<file path="src/hw/rtl/sss_pkg.sv">
// Shared types and constants for the sprite scan-line search block.
// No dependencies; every other file imports this package.
package sss_pkg;

  localparam int TableEntriesDef = 40;
  localparam int LineLimitDef    = 10;

  localparam int YOffset     = 16;
  localparam int ShortHeight = 8;
  localparam int TallHeight  = 16;

  localparam int CoordW   = 8;
  localparam int PaddrW   = 3;
  localparam int PdataW   = 32;

  // Register index of the sprite-height control.
  localparam logic RegTallSprites = 1'b0;

  typedef enum logic [1:0] {
    ST_SCAN = 2'b01,
    ST_EMIT = 2'b10
  } sss_state_e;

  // Control handed to every cell of the sorted chain.
  typedef struct packed {
    logic ins;    // insert the new entry in sorted place
    logic shift;  // move every entry one cell toward the head
  } sss_ctrl_t;

endpackage

</file>
<file path="src/hw/rtl/sss_if.sv">
// Valid/ready channel interfaces for the sprite scan-line search block.
// Depends on sss_pkg for the coordinate width.
interface sss_in_if import sss_pkg::*; ();
  logic              valid;
  logic              ready;
  logic [CoordW-1:0] sprite_y;
  logic [CoordW-1:0] sprite_x;
  logic [CoordW-1:0] scan_line;
  logic              last_entry;

  modport source (output valid, sprite_y, sprite_x, scan_line, last_entry, input ready);
  modport sink   (input valid, sprite_y, sprite_x, scan_line, last_entry, output ready);
endinterface

interface sss_out_if import sss_pkg::*; #(
  parameter int IDX_W = 6,
  parameter int CNT_W = 4
) ();
  logic              valid;
  logic              ready;
  logic [IDX_W-1:0]  entry_index;
  logic [CoordW-1:0] entry_x;
  logic [CNT_W-1:0]  found_count;
  logic              valid_res;
  logic              last_result;

  modport source (output valid, entry_index, entry_x, found_count, valid_res, last_result,
                  input ready);
  modport sink   (input valid, entry_index, entry_x, found_count, valid_res, last_result,
                  output ready);
endinterface

</file>
<file path="src/hw/rtl/sprite_scanline_search_core.sv">
// Flow: an entry request is taken every cycle while scanning; the list appears the cycle
// after the request marked last_entry, then one result per cycle while the sink is ready.
// No entry is taken while results remain. The x-sorted cell chain takes each selected
// entry into its sorted place as the request is accepted and drains from its head cell.
// Reset: asynchronous, active low; clears the chain valid bits, counters, state and the
// tall_sprites register. No clearing pass is needed.
module sprite_scanline_search_core import sss_pkg::*; #(
  parameter int TABLE_ENTRIES = TableEntriesDef,
  parameter int LINE_LIMIT    = LineLimitDef,
  parameter int IDX_W = (TABLE_ENTRIES > 1) ? $clog2(TABLE_ENTRIES) : 1,
  parameter int CNT_W = $clog2(LINE_LIMIT + 1)
) (
  input  logic              clk_i,
  input  logic              rst_ni,
  sss_in_if.sink            in_i,
  sss_out_if.source         out_o,
  input  logic              psel,
  input  logic              penable,
  input  logic              pwrite,
  input  logic [PaddrW-1:0] paddr,
  input  logic [PdataW-1:0] pwdata,
  output logic [PdataW-1:0] prdata,
  output logic              pready
);

  localparam int CtrW = $clog2(TABLE_ENTRIES + 1);

  // ---------------------------------------------------------------------------
  // Configuration register: one bit, address 0.
  // ---------------------------------------------------------------------------
  logic tall_q;
  logic cfg_wr;

  assign pready = 1'b1;
  assign cfg_wr = psel && penable && pwrite && (paddr[PaddrW-1] == RegTallSprites);

  always_ff @(posedge clk_i or negedge rst_ni) begin
    if (!rst_ni) begin
      tall_q <= 1'b0;
    end else if (cfg_wr) begin
      tall_q <= pwdata[0];
    end
  end

  assign prdata = (paddr[PaddrW-1] == RegTallSprites) ? {{(PdataW-1){1'b0}}, tall_q}
                                                      : '0;

  // ---------------------------------------------------------------------------
  // Control state
  // ---------------------------------------------------------------------------
  sss_state_e       state_q, state_d;
  logic [CNT_W-1:0] count_q, count_d;    // entries held; frozen while emitting
  logic [CNT_W-1:0] rem_q, rem_d;        // results still to deliver
  logic [CtrW-1:0]  ctr_q, ctr_d;        // table index of the next entry

  logic in_acc, out_acc;
  logic hit, ins;
  logic [CoordW:0] target, y_top;
  sss_ctrl_t ctrl;

  assign in_i.ready = (state_q == ST_SCAN);
  assign in_acc     = in_i.valid && in_i.ready;
  assign out_acc    = out_o.valid && out_o.ready;

  // Line test: line+16 >= y and line+16 < y+height, all at 9 bits so nothing wraps.
  assign target = {1'b0, in_i.scan_line} + (CoordW+1)'(YOffset);
  assign y_top  = {1'b0, in_i.sprite_y}
                + (tall_q ? (CoordW+1)'(TallHeight) : (CoordW+1)'(ShortHeight));
  assign hit    = (target >= {1'b0, in_i.sprite_y}) && (target < y_top);

  // Drop selections past the end of the table or once the list is full.
  assign ins = in_acc && hit && (ctr_q < CtrW'(TABLE_ENTRIES))
            && (count_q < CNT_W'(LINE_LIMIT));

  assign ctrl.ins   = ins;
  assign ctrl.shift = out_acc;

  always_comb begin
    state_d = state_q;
    count_d = count_q;
    rem_d   = rem_q;
    ctr_d   = ctr_q;
    case (state_q)
      ST_SCAN: begin
        if (in_acc) begin
          count_d = count_q + CNT_W'(ins);
          if (ctr_q < CtrW'(TABLE_ENTRIES)) begin
            ctr_d = ctr_q + CtrW'(1);
          end
          if (in_i.last_entry) begin
            // Start over on the next line; hand the list to the output side.
            ctr_d   = '0;
            rem_d   = count_d;
            state_d = ST_EMIT;
          end
        end
      end
      ST_EMIT: begin
        if (out_acc) begin
          if (rem_q <= CNT_W'(1)) begin
            count_d = '0;
            rem_d   = '0;
            state_d = ST_SCAN;
          end else begin
            rem_d = rem_q - CNT_W'(1);
          end
        end
      end
      default: begin
        state_d = ST_SCAN;
      end
    endcase
  end

  always_ff @(posedge clk_i or negedge rst_ni) begin
    if (!rst_ni) begin
      state_q <= ST_SCAN;
      count_q <= '0;
      rem_q   <= '0;
      ctr_q   <= '0;
    end else begin
      state_q <= state_d;
      count_q <= count_d;
      rem_q   <= rem_d;
      ctr_q   <= ctr_d;
    end
  end

  // ---------------------------------------------------------------------------
  // Sorted chain: cell 0 holds the largest x; equal x keeps the later index first
  // because a new entry lands ahead of any entry with the same x.
  // ---------------------------------------------------------------------------
  logic [LINE_LIMIT-1:0]  c_keep, c_valid;
  logic [IDX_W-1:0]       c_idx [LINE_LIMIT];
  logic [CoordW-1:0]      c_x   [LINE_LIMIT];
  logic [IDX_W-1:0]       new_idx;

  assign new_idx = ctr_q[IDX_W-1:0];

  for (genvar k = 0; k < LINE_LIMIT; k++) begin : g_cell
    logic              p_keep, p_valid, n_valid;
    logic [IDX_W-1:0]  p_idx, n_idx;
    logic [CoordW-1:0] p_x, n_x;

    if (k == 0) begin : g_head
      assign p_keep  = 1'b1;
      assign p_valid = 1'b0;
      assign p_idx   = new_idx;
      assign p_x     = in_i.sprite_x;
    end else begin : g_body
      assign p_keep  = c_keep[k-1];
      assign p_valid = c_valid[k-1];
      assign p_idx   = c_idx[k-1];
      assign p_x     = c_x[k-1];
    end

    if (k == LINE_LIMIT - 1) begin : g_tail
      assign n_valid = 1'b0;
      assign n_idx   = c_idx[k];
      assign n_x     = c_x[k];
    end else begin : g_mid
      assign n_valid = c_valid[k+1];
      assign n_idx   = c_idx[k+1];
      assign n_x     = c_x[k+1];
    end

    sss_cell #(
      .IDX_W (IDX_W)
    ) u_cell (
      .clk_i        (clk_i),
      .rst_ni       (rst_ni),
      .ctrl_i       (ctrl),
      .new_idx_i    (new_idx),
      .new_x_i      (in_i.sprite_x),
      .prev_keep_i  (p_keep),
      .prev_valid_i (p_valid),
      .prev_idx_i   (p_idx),
      .prev_x_i     (p_x),
      .next_valid_i (n_valid),
      .next_idx_i   (n_idx),
      .next_x_i     (n_x),
      .keep_o       (c_keep[k]),
      .valid_o      (c_valid[k]),
      .idx_o        (c_idx[k]),
      .x_o          (c_x[k])
    );
  end

  // ---------------------------------------------------------------------------
  // Result side: all fields come straight from registers (head cell, counters).
  // An empty line yields one zero result marked last.
  // ---------------------------------------------------------------------------
  logic empty;
  assign empty = (count_q == '0);

  assign out_o.valid       = (state_q == ST_EMIT);
  assign out_o.entry_index = empty ? '0 : c_idx[0];
  assign out_o.entry_x     = empty ? '0 : c_x[0];
  assign out_o.found_count = count_q;
  assign out_o.valid_res   = !empty;
  assign out_o.last_result = empty || (rem_q == CNT_W'(1));

`ifndef SYNTHESIS
  // Never take an entry while a list is still draining.
  a_no_overlap: assert property (@(posedge clk_i) disable iff (!rst_ni)
    !(in_i.ready && out_o.valid))
    else $error("entry request taken while results pending");

  a_count_bound: assert property (@(posedge clk_i) disable iff (!rst_ni)
    count_q <= CNT_W'(LINE_LIMIT))
    else $error("held count beyond line limit");

  // A nonempty list always has its next result in the head cell.
  a_head_valid: assert property (@(posedge clk_i) disable iff (!rst_ni)
    (out_o.valid && !empty) |-> c_valid[0])
    else $error("head cell empty while results remain");

  a_last_returns: assert property (@(posedge clk_i) disable iff (!rst_ni)
    (out_acc && out_o.last_result) |=> (in_i.ready && count_q == '0))
    else $error("search did not restart after final result");

  // The chain drains completely with the final result.
  a_chain_drained: assert property (@(posedge clk_i) disable iff (!rst_ni)
    (out_acc && out_o.last_result) |=> !c_valid[0])
    else $error("chain not empty after final result");
`endif

endmodule

</file>
<file path="src/hw/rtl/sss_cell.sv">
// One cell of the x-sorted sprite chain: holds one selected entry.
// Depends on sss_pkg (control struct, coordinate width).
module sss_cell import sss_pkg::*; #(
  parameter int IDX_W = 6
) (
  input  logic              clk_i,
  input  logic              rst_ni,
  input  sss_ctrl_t         ctrl_i,
  input  logic [IDX_W-1:0]  new_idx_i,
  input  logic [CoordW-1:0] new_x_i,
  input  logic              prev_keep_i,
  input  logic              prev_valid_i,
  input  logic [IDX_W-1:0]  prev_idx_i,
  input  logic [CoordW-1:0] prev_x_i,
  input  logic              next_valid_i,
  input  logic [IDX_W-1:0]  next_idx_i,
  input  logic [CoordW-1:0] next_x_i,
  output logic              keep_o,
  output logic              valid_o,
  output logic [IDX_W-1:0]  idx_o,
  output logic [CoordW-1:0] x_o
);

  logic              valid_q, valid_d;
  logic [IDX_W-1:0]  idx_q, idx_d;
  logic [CoordW-1:0] x_q, x_d;

  // Hold when this entry sorts strictly ahead of the new one.
  assign keep_o = valid_q && (x_q > new_x_i);

  always_comb begin
    valid_d = valid_q;
    idx_d   = idx_q;
    x_d     = x_q;
    if (ctrl_i.shift) begin
      valid_d = next_valid_i;
      idx_d   = next_idx_i;
      x_d     = next_x_i;
    end else if (ctrl_i.ins && !keep_o) begin
      if (prev_keep_i) begin
        valid_d = 1'b1;
        idx_d   = new_idx_i;
        x_d     = new_x_i;
      end else begin
        valid_d = prev_valid_i;
        idx_d   = prev_idx_i;
        x_d     = prev_x_i;
      end
    end
  end

  always_ff @(posedge clk_i or negedge rst_ni) begin
    if (!rst_ni) begin
      valid_q <= 1'b0;
    end else begin
      valid_q <= valid_d;
    end
  end

  always_ff @(posedge clk_i) begin
    idx_q <= idx_d;
    x_q   <= x_d;
  end

  assign valid_o = valid_q;
  assign idx_o   = idx_q;
  assign x_o     = x_q;

endmodule

</file>
<file path="src/flat_wrapper.sv">
// flat-port wrapper written by rule: the top's interface ports become plain ports
module sprite_scanline_search_core_flat import sss_pkg::*;
#(
  parameter int TABLE_ENTRIES = TableEntriesDef,
  parameter int LINE_LIMIT    = LineLimitDef,
  parameter int IDX_W = (TABLE_ENTRIES > 1) ? $clog2(TABLE_ENTRIES) : 1,
  parameter int CNT_W = $clog2(LINE_LIMIT + 1)
)
  (clk_i, rst_ni, psel, penable, pwrite, paddr, pwdata, prdata, pready, in_i_valid, in_i_sprite_y, in_i_sprite_x, in_i_scan_line, in_i_last_entry, in_i_ready, out_o_valid, out_o_entry_index, out_o_entry_x, out_o_found_count, out_o_valid_res, out_o_last_result, out_o_ready);
  sss_in_if in_i_i ();
  sss_out_if #(.IDX_W(IDX_W), .CNT_W(CNT_W)) out_o_i ();
  input  logic clk_i;
  input  logic rst_ni;
  input  logic psel;
  input  logic penable;
  input  logic pwrite;
  input  logic [PaddrW-1:0] paddr;
  input  logic [PdataW-1:0] pwdata;
  output logic [PdataW-1:0] prdata;
  output logic pready;
  input wire logic [$bits(in_i_i.valid)-1:0] in_i_valid;
  input wire logic [$bits(in_i_i.sprite_y)-1:0] in_i_sprite_y;
  input wire logic [$bits(in_i_i.sprite_x)-1:0] in_i_sprite_x;
  input wire logic [$bits(in_i_i.scan_line)-1:0] in_i_scan_line;
  input wire logic [$bits(in_i_i.last_entry)-1:0] in_i_last_entry;
  output wire logic [$bits(in_i_i.ready)-1:0] in_i_ready;
  output wire logic [$bits(out_o_i.valid)-1:0] out_o_valid;
  output wire logic [$bits(out_o_i.entry_index)-1:0] out_o_entry_index;
  output wire logic [$bits(out_o_i.entry_x)-1:0] out_o_entry_x;
  output wire logic [$bits(out_o_i.found_count)-1:0] out_o_found_count;
  output wire logic [$bits(out_o_i.valid_res)-1:0] out_o_valid_res;
  output wire logic [$bits(out_o_i.last_result)-1:0] out_o_last_result;
  input wire logic [$bits(out_o_i.ready)-1:0] out_o_ready;
  assign in_i_i.valid = in_i_valid;
  assign in_i_i.sprite_y = in_i_sprite_y;
  assign in_i_i.sprite_x = in_i_sprite_x;
  assign in_i_i.scan_line = in_i_scan_line;
  assign in_i_i.last_entry = in_i_last_entry;
  assign in_i_ready = in_i_i.ready;
  assign out_o_valid = out_o_i.valid;
  assign out_o_entry_index = out_o_i.entry_index;
  assign out_o_entry_x = out_o_i.entry_x;
  assign out_o_found_count = out_o_i.found_count;
  assign out_o_valid_res = out_o_i.valid_res;
  assign out_o_last_result = out_o_i.last_result;
  assign out_o_i.ready = out_o_ready;
  sprite_scanline_search_core #(.TABLE_ENTRIES(TABLE_ENTRIES), .LINE_LIMIT(LINE_LIMIT), .IDX_W(IDX_W), .CNT_W(CNT_W)) u_core (.clk_i(clk_i), .rst_ni(rst_ni), .in_i(in_i_i), .out_o(out_o_i), .psel(psel), .penable(penable), .pwrite(pwrite), .paddr(paddr), .pwdata(pwdata), .prdata(prdata), .pready(pready));
endmodule
</file>
<file path="config.mk">
export PLATFORM = sky130hd
export DESIGN_NAME = sprite_scanline_search_core_flat
export DESIGN_NICKNAME = d
export VERILOG_FILES = /design/src/hw/rtl/sss_pkg.sv /design/src/hw/rtl/sss_if.sv /design/src/hw/rtl/sprite_scanline_search_core.sv /design/src/hw/rtl/sss_cell.sv /design/src/flat_wrapper.sv
export SDC_FILE = /design/constraint.sdc
export NUM_CORES = 1
export LEC_CHECK = 0
export BUFFER_PORTS_ARGS = -buffer_cell sky130_fd_sc_hd__buf_2
export CORE_UTILIZATION = 51
export CTS_BUF_LIST = sky130_fd_sc_hd__clkbuf_2
export DETAILED_ROUTE_END_ITERATION = 12
export PLACE_DENSITY_LB_ADDON = 0.1
export SETUP_SLACK_MARGIN = 0.02
export SLEW_MARGIN = 25
export SYNTH_ARGS = -nofsm -noshare
export SYNTH_HDL_FRONTEND = slang
export SYNTH_SLANG_ARGS = --single-unit
</file>
<file path="constraint.sdc">
create_clock -name clk_i -period 8.77 [get_ports clk_i]
set_clock_uncertainty 0.1 [all_clocks]
set_input_delay 0.4385 -clock clk_i [delete_from_list [all_inputs] [get_ports clk_i]]
set_output_delay 0.4385 -clock clk_i [all_outputs]
set_load 0.01 [all_outputs]
</file>
==> results.cfg <==
[floorplanning]
core_area_mm2 = 0.02115
io_pins = 122
dieArea_mm2 = 0.02233
rows = 53
die_w_um = 149.4
die_height_um = 149.4
initial_core_util = 0.5240

[layout]
seqCellArea_mm2 = 0.004881
fin_cells = 1424
fillers = 1945
layout.nets = 1304
multi_input_area_mm2 = 0.005550
drive_gt1_frac = 0.1186
area_delta_synth_final_pct = 5.722
final_area_mm2 = 0.01172

[hold_path]
hold_path_class = in -> async

[timing]
period_needed_ns = 4.600
hold_viol = 0
worst_slack_ns = 4.170
finalCritPeriodShare = 0.5245
maxSlewViolCount = 0
slew_headroom = 0.3704
clock.fmax_mhz = 217.4
finalSetupViolations = 0
finalSetupTns_ns = 0
tightest_slew_ns = 0.9444
rsz0062_at_grt = no

[setup_path]
cp_max_fo = 28
rr_worst_depth = 13
cp-start-kind = flip-flop
crit_arrival_ns = 5.07
worstPathRequired_ns = 9.24
rr_startpoint = u_core.tall_q$_DFFE_PN0P_
critical_path_class = reg -> reg
regToRegSetupSlack_ns = 4.17
timing.rr.end = u_core.g_cell[9].u_cell.x_o[2]$_DFFE_PP_
cp-end-kind = flip-flop

[synthesis]
synthesis.area_mm2 = 0.01109
yosysTopAreaCellShare = 0.3792
syn_avg_cell_area_um2 = 10.06
yosysTopAreaCell = edfxtp_1
ys_warn_count = 0
synth_seq_cells = 167
ys_types = 58
yosysSeqAreaShare = 0.4403
synth_cells = 1102
synth-edff-count = 140
ys_async_sr_fraction = 0.1617
synth_area_leaders = edfxtp_1, ha_1, mux2i_1, o21ai_0, nand2_1
synth_flop_cell = edfxtp_1

[status]
run_status = finished, final reports clean

[global_route]
grt_pass1_vias = 7928
grt_usage = 0.2317
antenna_found_initial = 2
grt_max_degree = 136
overflow = 0
grt_pass1_wl_um = 40380

[pwr]
power_density_mw_per_mm2 = 208.7
vdd_drop_max_v = 0.0001512
p_leak_nw = 5.106

[routing]
via_per_inst = 5.609
top_layer_used = met4
drtIter0Drc = 492
met3_length_um = 691
routed_wl_um = 24730
wl_per_cell_um = 17.37
first_pass_iters = 4
vias = 7987
wl_met1_um = 11960
drc = 0
ant_nets = 0
dr_wl_met2_um = 11880

[clocking]
clockBufferDepth = 2
cts_setup_buffers = 0
cts.sinks = 167
clk_latency_ns = 0.84
cts_resized = 0
htree_levels = 4
ctsRootBufferMaster = clkbuf_2
clk_pin_slew_ns = 0.33
cts_made_buffers = 17
postCtsHoldBufs = 11
tritoncts = built

[placement]
gp_congestion = 0.7725
placed_area_mm2 = 0.01133
dp.final_hpwl_um = 17620
place_inst = 1377
post-place-ws_ns = 4.085
port_buffers = 56

[run]
drv_cap = 0
## cells in the final DEF, fill, tap and decap left out, types with 14 or more instances in the layout
cell type	instances
ha_1	102
nor2_1	18
o21ai_0	161
inv_1	44
buf_2	56
nand2_1	189
nand3_1	14
dfrtp_1	26
conb_1	32
mux2i_1	113
a21oi_1	46
edfxtp_1	140
nor2b_1	22
clkbuf_2	17
nand4_1	28
## per-layer routing
metal / vias to the layer above / track usage
met5: - / 0
met4: 0 / 0.04643
li1: 3993 / -
met1: 3866 / 0.3126
met2: 113 / 0.3924
met3: 15 / 0.03689
## worst max-delay path, stage by stage (launching register included)
cell and delay, ns:
dfrtp_1 0.45, inv_1 0.13, ha_1 0.19, inv_1 0.05, fa_1 0.39, nor3_1 0.19
xnor2_1 0.16, ha_1 0.27, a21o_1 0.16, a211oi_1 0.23, o211a_1 0.81, nand2_1 0.33
nor2_1 0.59, buf_4 0.29
## cell families after synthesis
logic type,synth area share
simple gates,0.1158
compound gates,0.1369
flops,0.4403
buf+inv,0.07235
mux,0.1091
fa+ha+maj,0.1169
xor+xnor,0.007900
other cells,0.0006775
## layout make-up
type	instances	share of cell area
repair buffers	83	0.04462
diodes	2	0.0004270
flip-flops and latches	167	0.4165
multi-input cells	820	0.4736
clock buffers	17	0.007260
well taps	275	0.02936
clock inverters	15	0.01388
inverters	45	0.01441
## cells in the mapped netlist, drive strengths merged, types with 2 or more instances
master and instances:
a211oi 2, a21o 3, a21oi 46, a22o 2
a22oi 5, a31o 7, a31oi 7, a41oi 2
and2 2, and3 3, buf 72, clkbuf 28
conb 2, dfrtp 26, edfxtp 140, ha 102
inv 45, mux2 7, mux2i 113, nand2 189
nand2b 3, nand3 14, nand4 28, nor2 18
nor2b 23, nor3 3, o211ai 10, o21a 2
o21ai 164, o21bai 8, o31ai 2, xnor2 4
xor2 6
## flip-flops by register name (all words and copies together) (netlist names)
signal                        cells
u_core.ctr_q                      6
u_core.g_cell.u_cell.idx_o       60
u_core.g_cell.u_cell.valid_o     10
u_core.g_cell.u_cell.x_o         80
u_core.out_o.found_count          4
u_core.rem_q                      4
u_core.state_q                    2
u_core.tall_q                     1
## worst max-delay path by stage
stage                         startpoint                                          to  depth (start not counted)
2_1_floorplan  u_core.tall_q$_DFFE_PN0P_  u_core.g_cell[9].u_cell.idx_o[0]$_DFFE_PP_                         14
3_3_place_gp            in_i_sprite_y[3]    u_core.g_cell[9].u_cell.x_o[3]$_DFFE_PP_                         13
3_5_place_dp            in_i_sprite_y[3]    u_core.g_cell[9].u_cell.x_o[2]$_DFFE_PP_                         13
4_1_cts        u_core.tall_q$_DFFE_PN0P_    u_core.g_cell[9].u_cell.x_o[2]$_DFFE_PP_                         13
5_1_grt        u_core.tall_q$_DFFE_PN0P_                 u_core.rem_q[3]$_DFFE_PN0P_                         17
6_report       u_core.tall_q$_DFFE_PN0P_    u_core.g_cell[9].u_cell.x_o[2]$_DFFE_PP_                         13
## through the flow
stage | total power (W) | hold slack [ns] | utilization
6_report | 0.002446 | 0.02050 | 0.5540
5_1_grt | 0.002610 | 0.003179 | 0.5540
4_1_cts | 0.002459 | 0.001997 | 0.5527
3_5_place_dp | 0.002012 | 0.4232 | 0.5358
3_3_place_gp | 0.001989 | 0.4028 | 0.5356
2_1_floorplan | 0.001791 | 0.04291 | -
## where the power goes
part	leakage, nW	internal (W)	switching, W	total [W]
combinational	3.35	0.000365	0.000469	0.000833
clock	0.140	0.000115	0.000329	0.000444
sequential	1.62	0.00104	0.000131	0.00117
total	5.11	0.00152	0.000930	0.00245
Power figures use the tool's default switching activity.
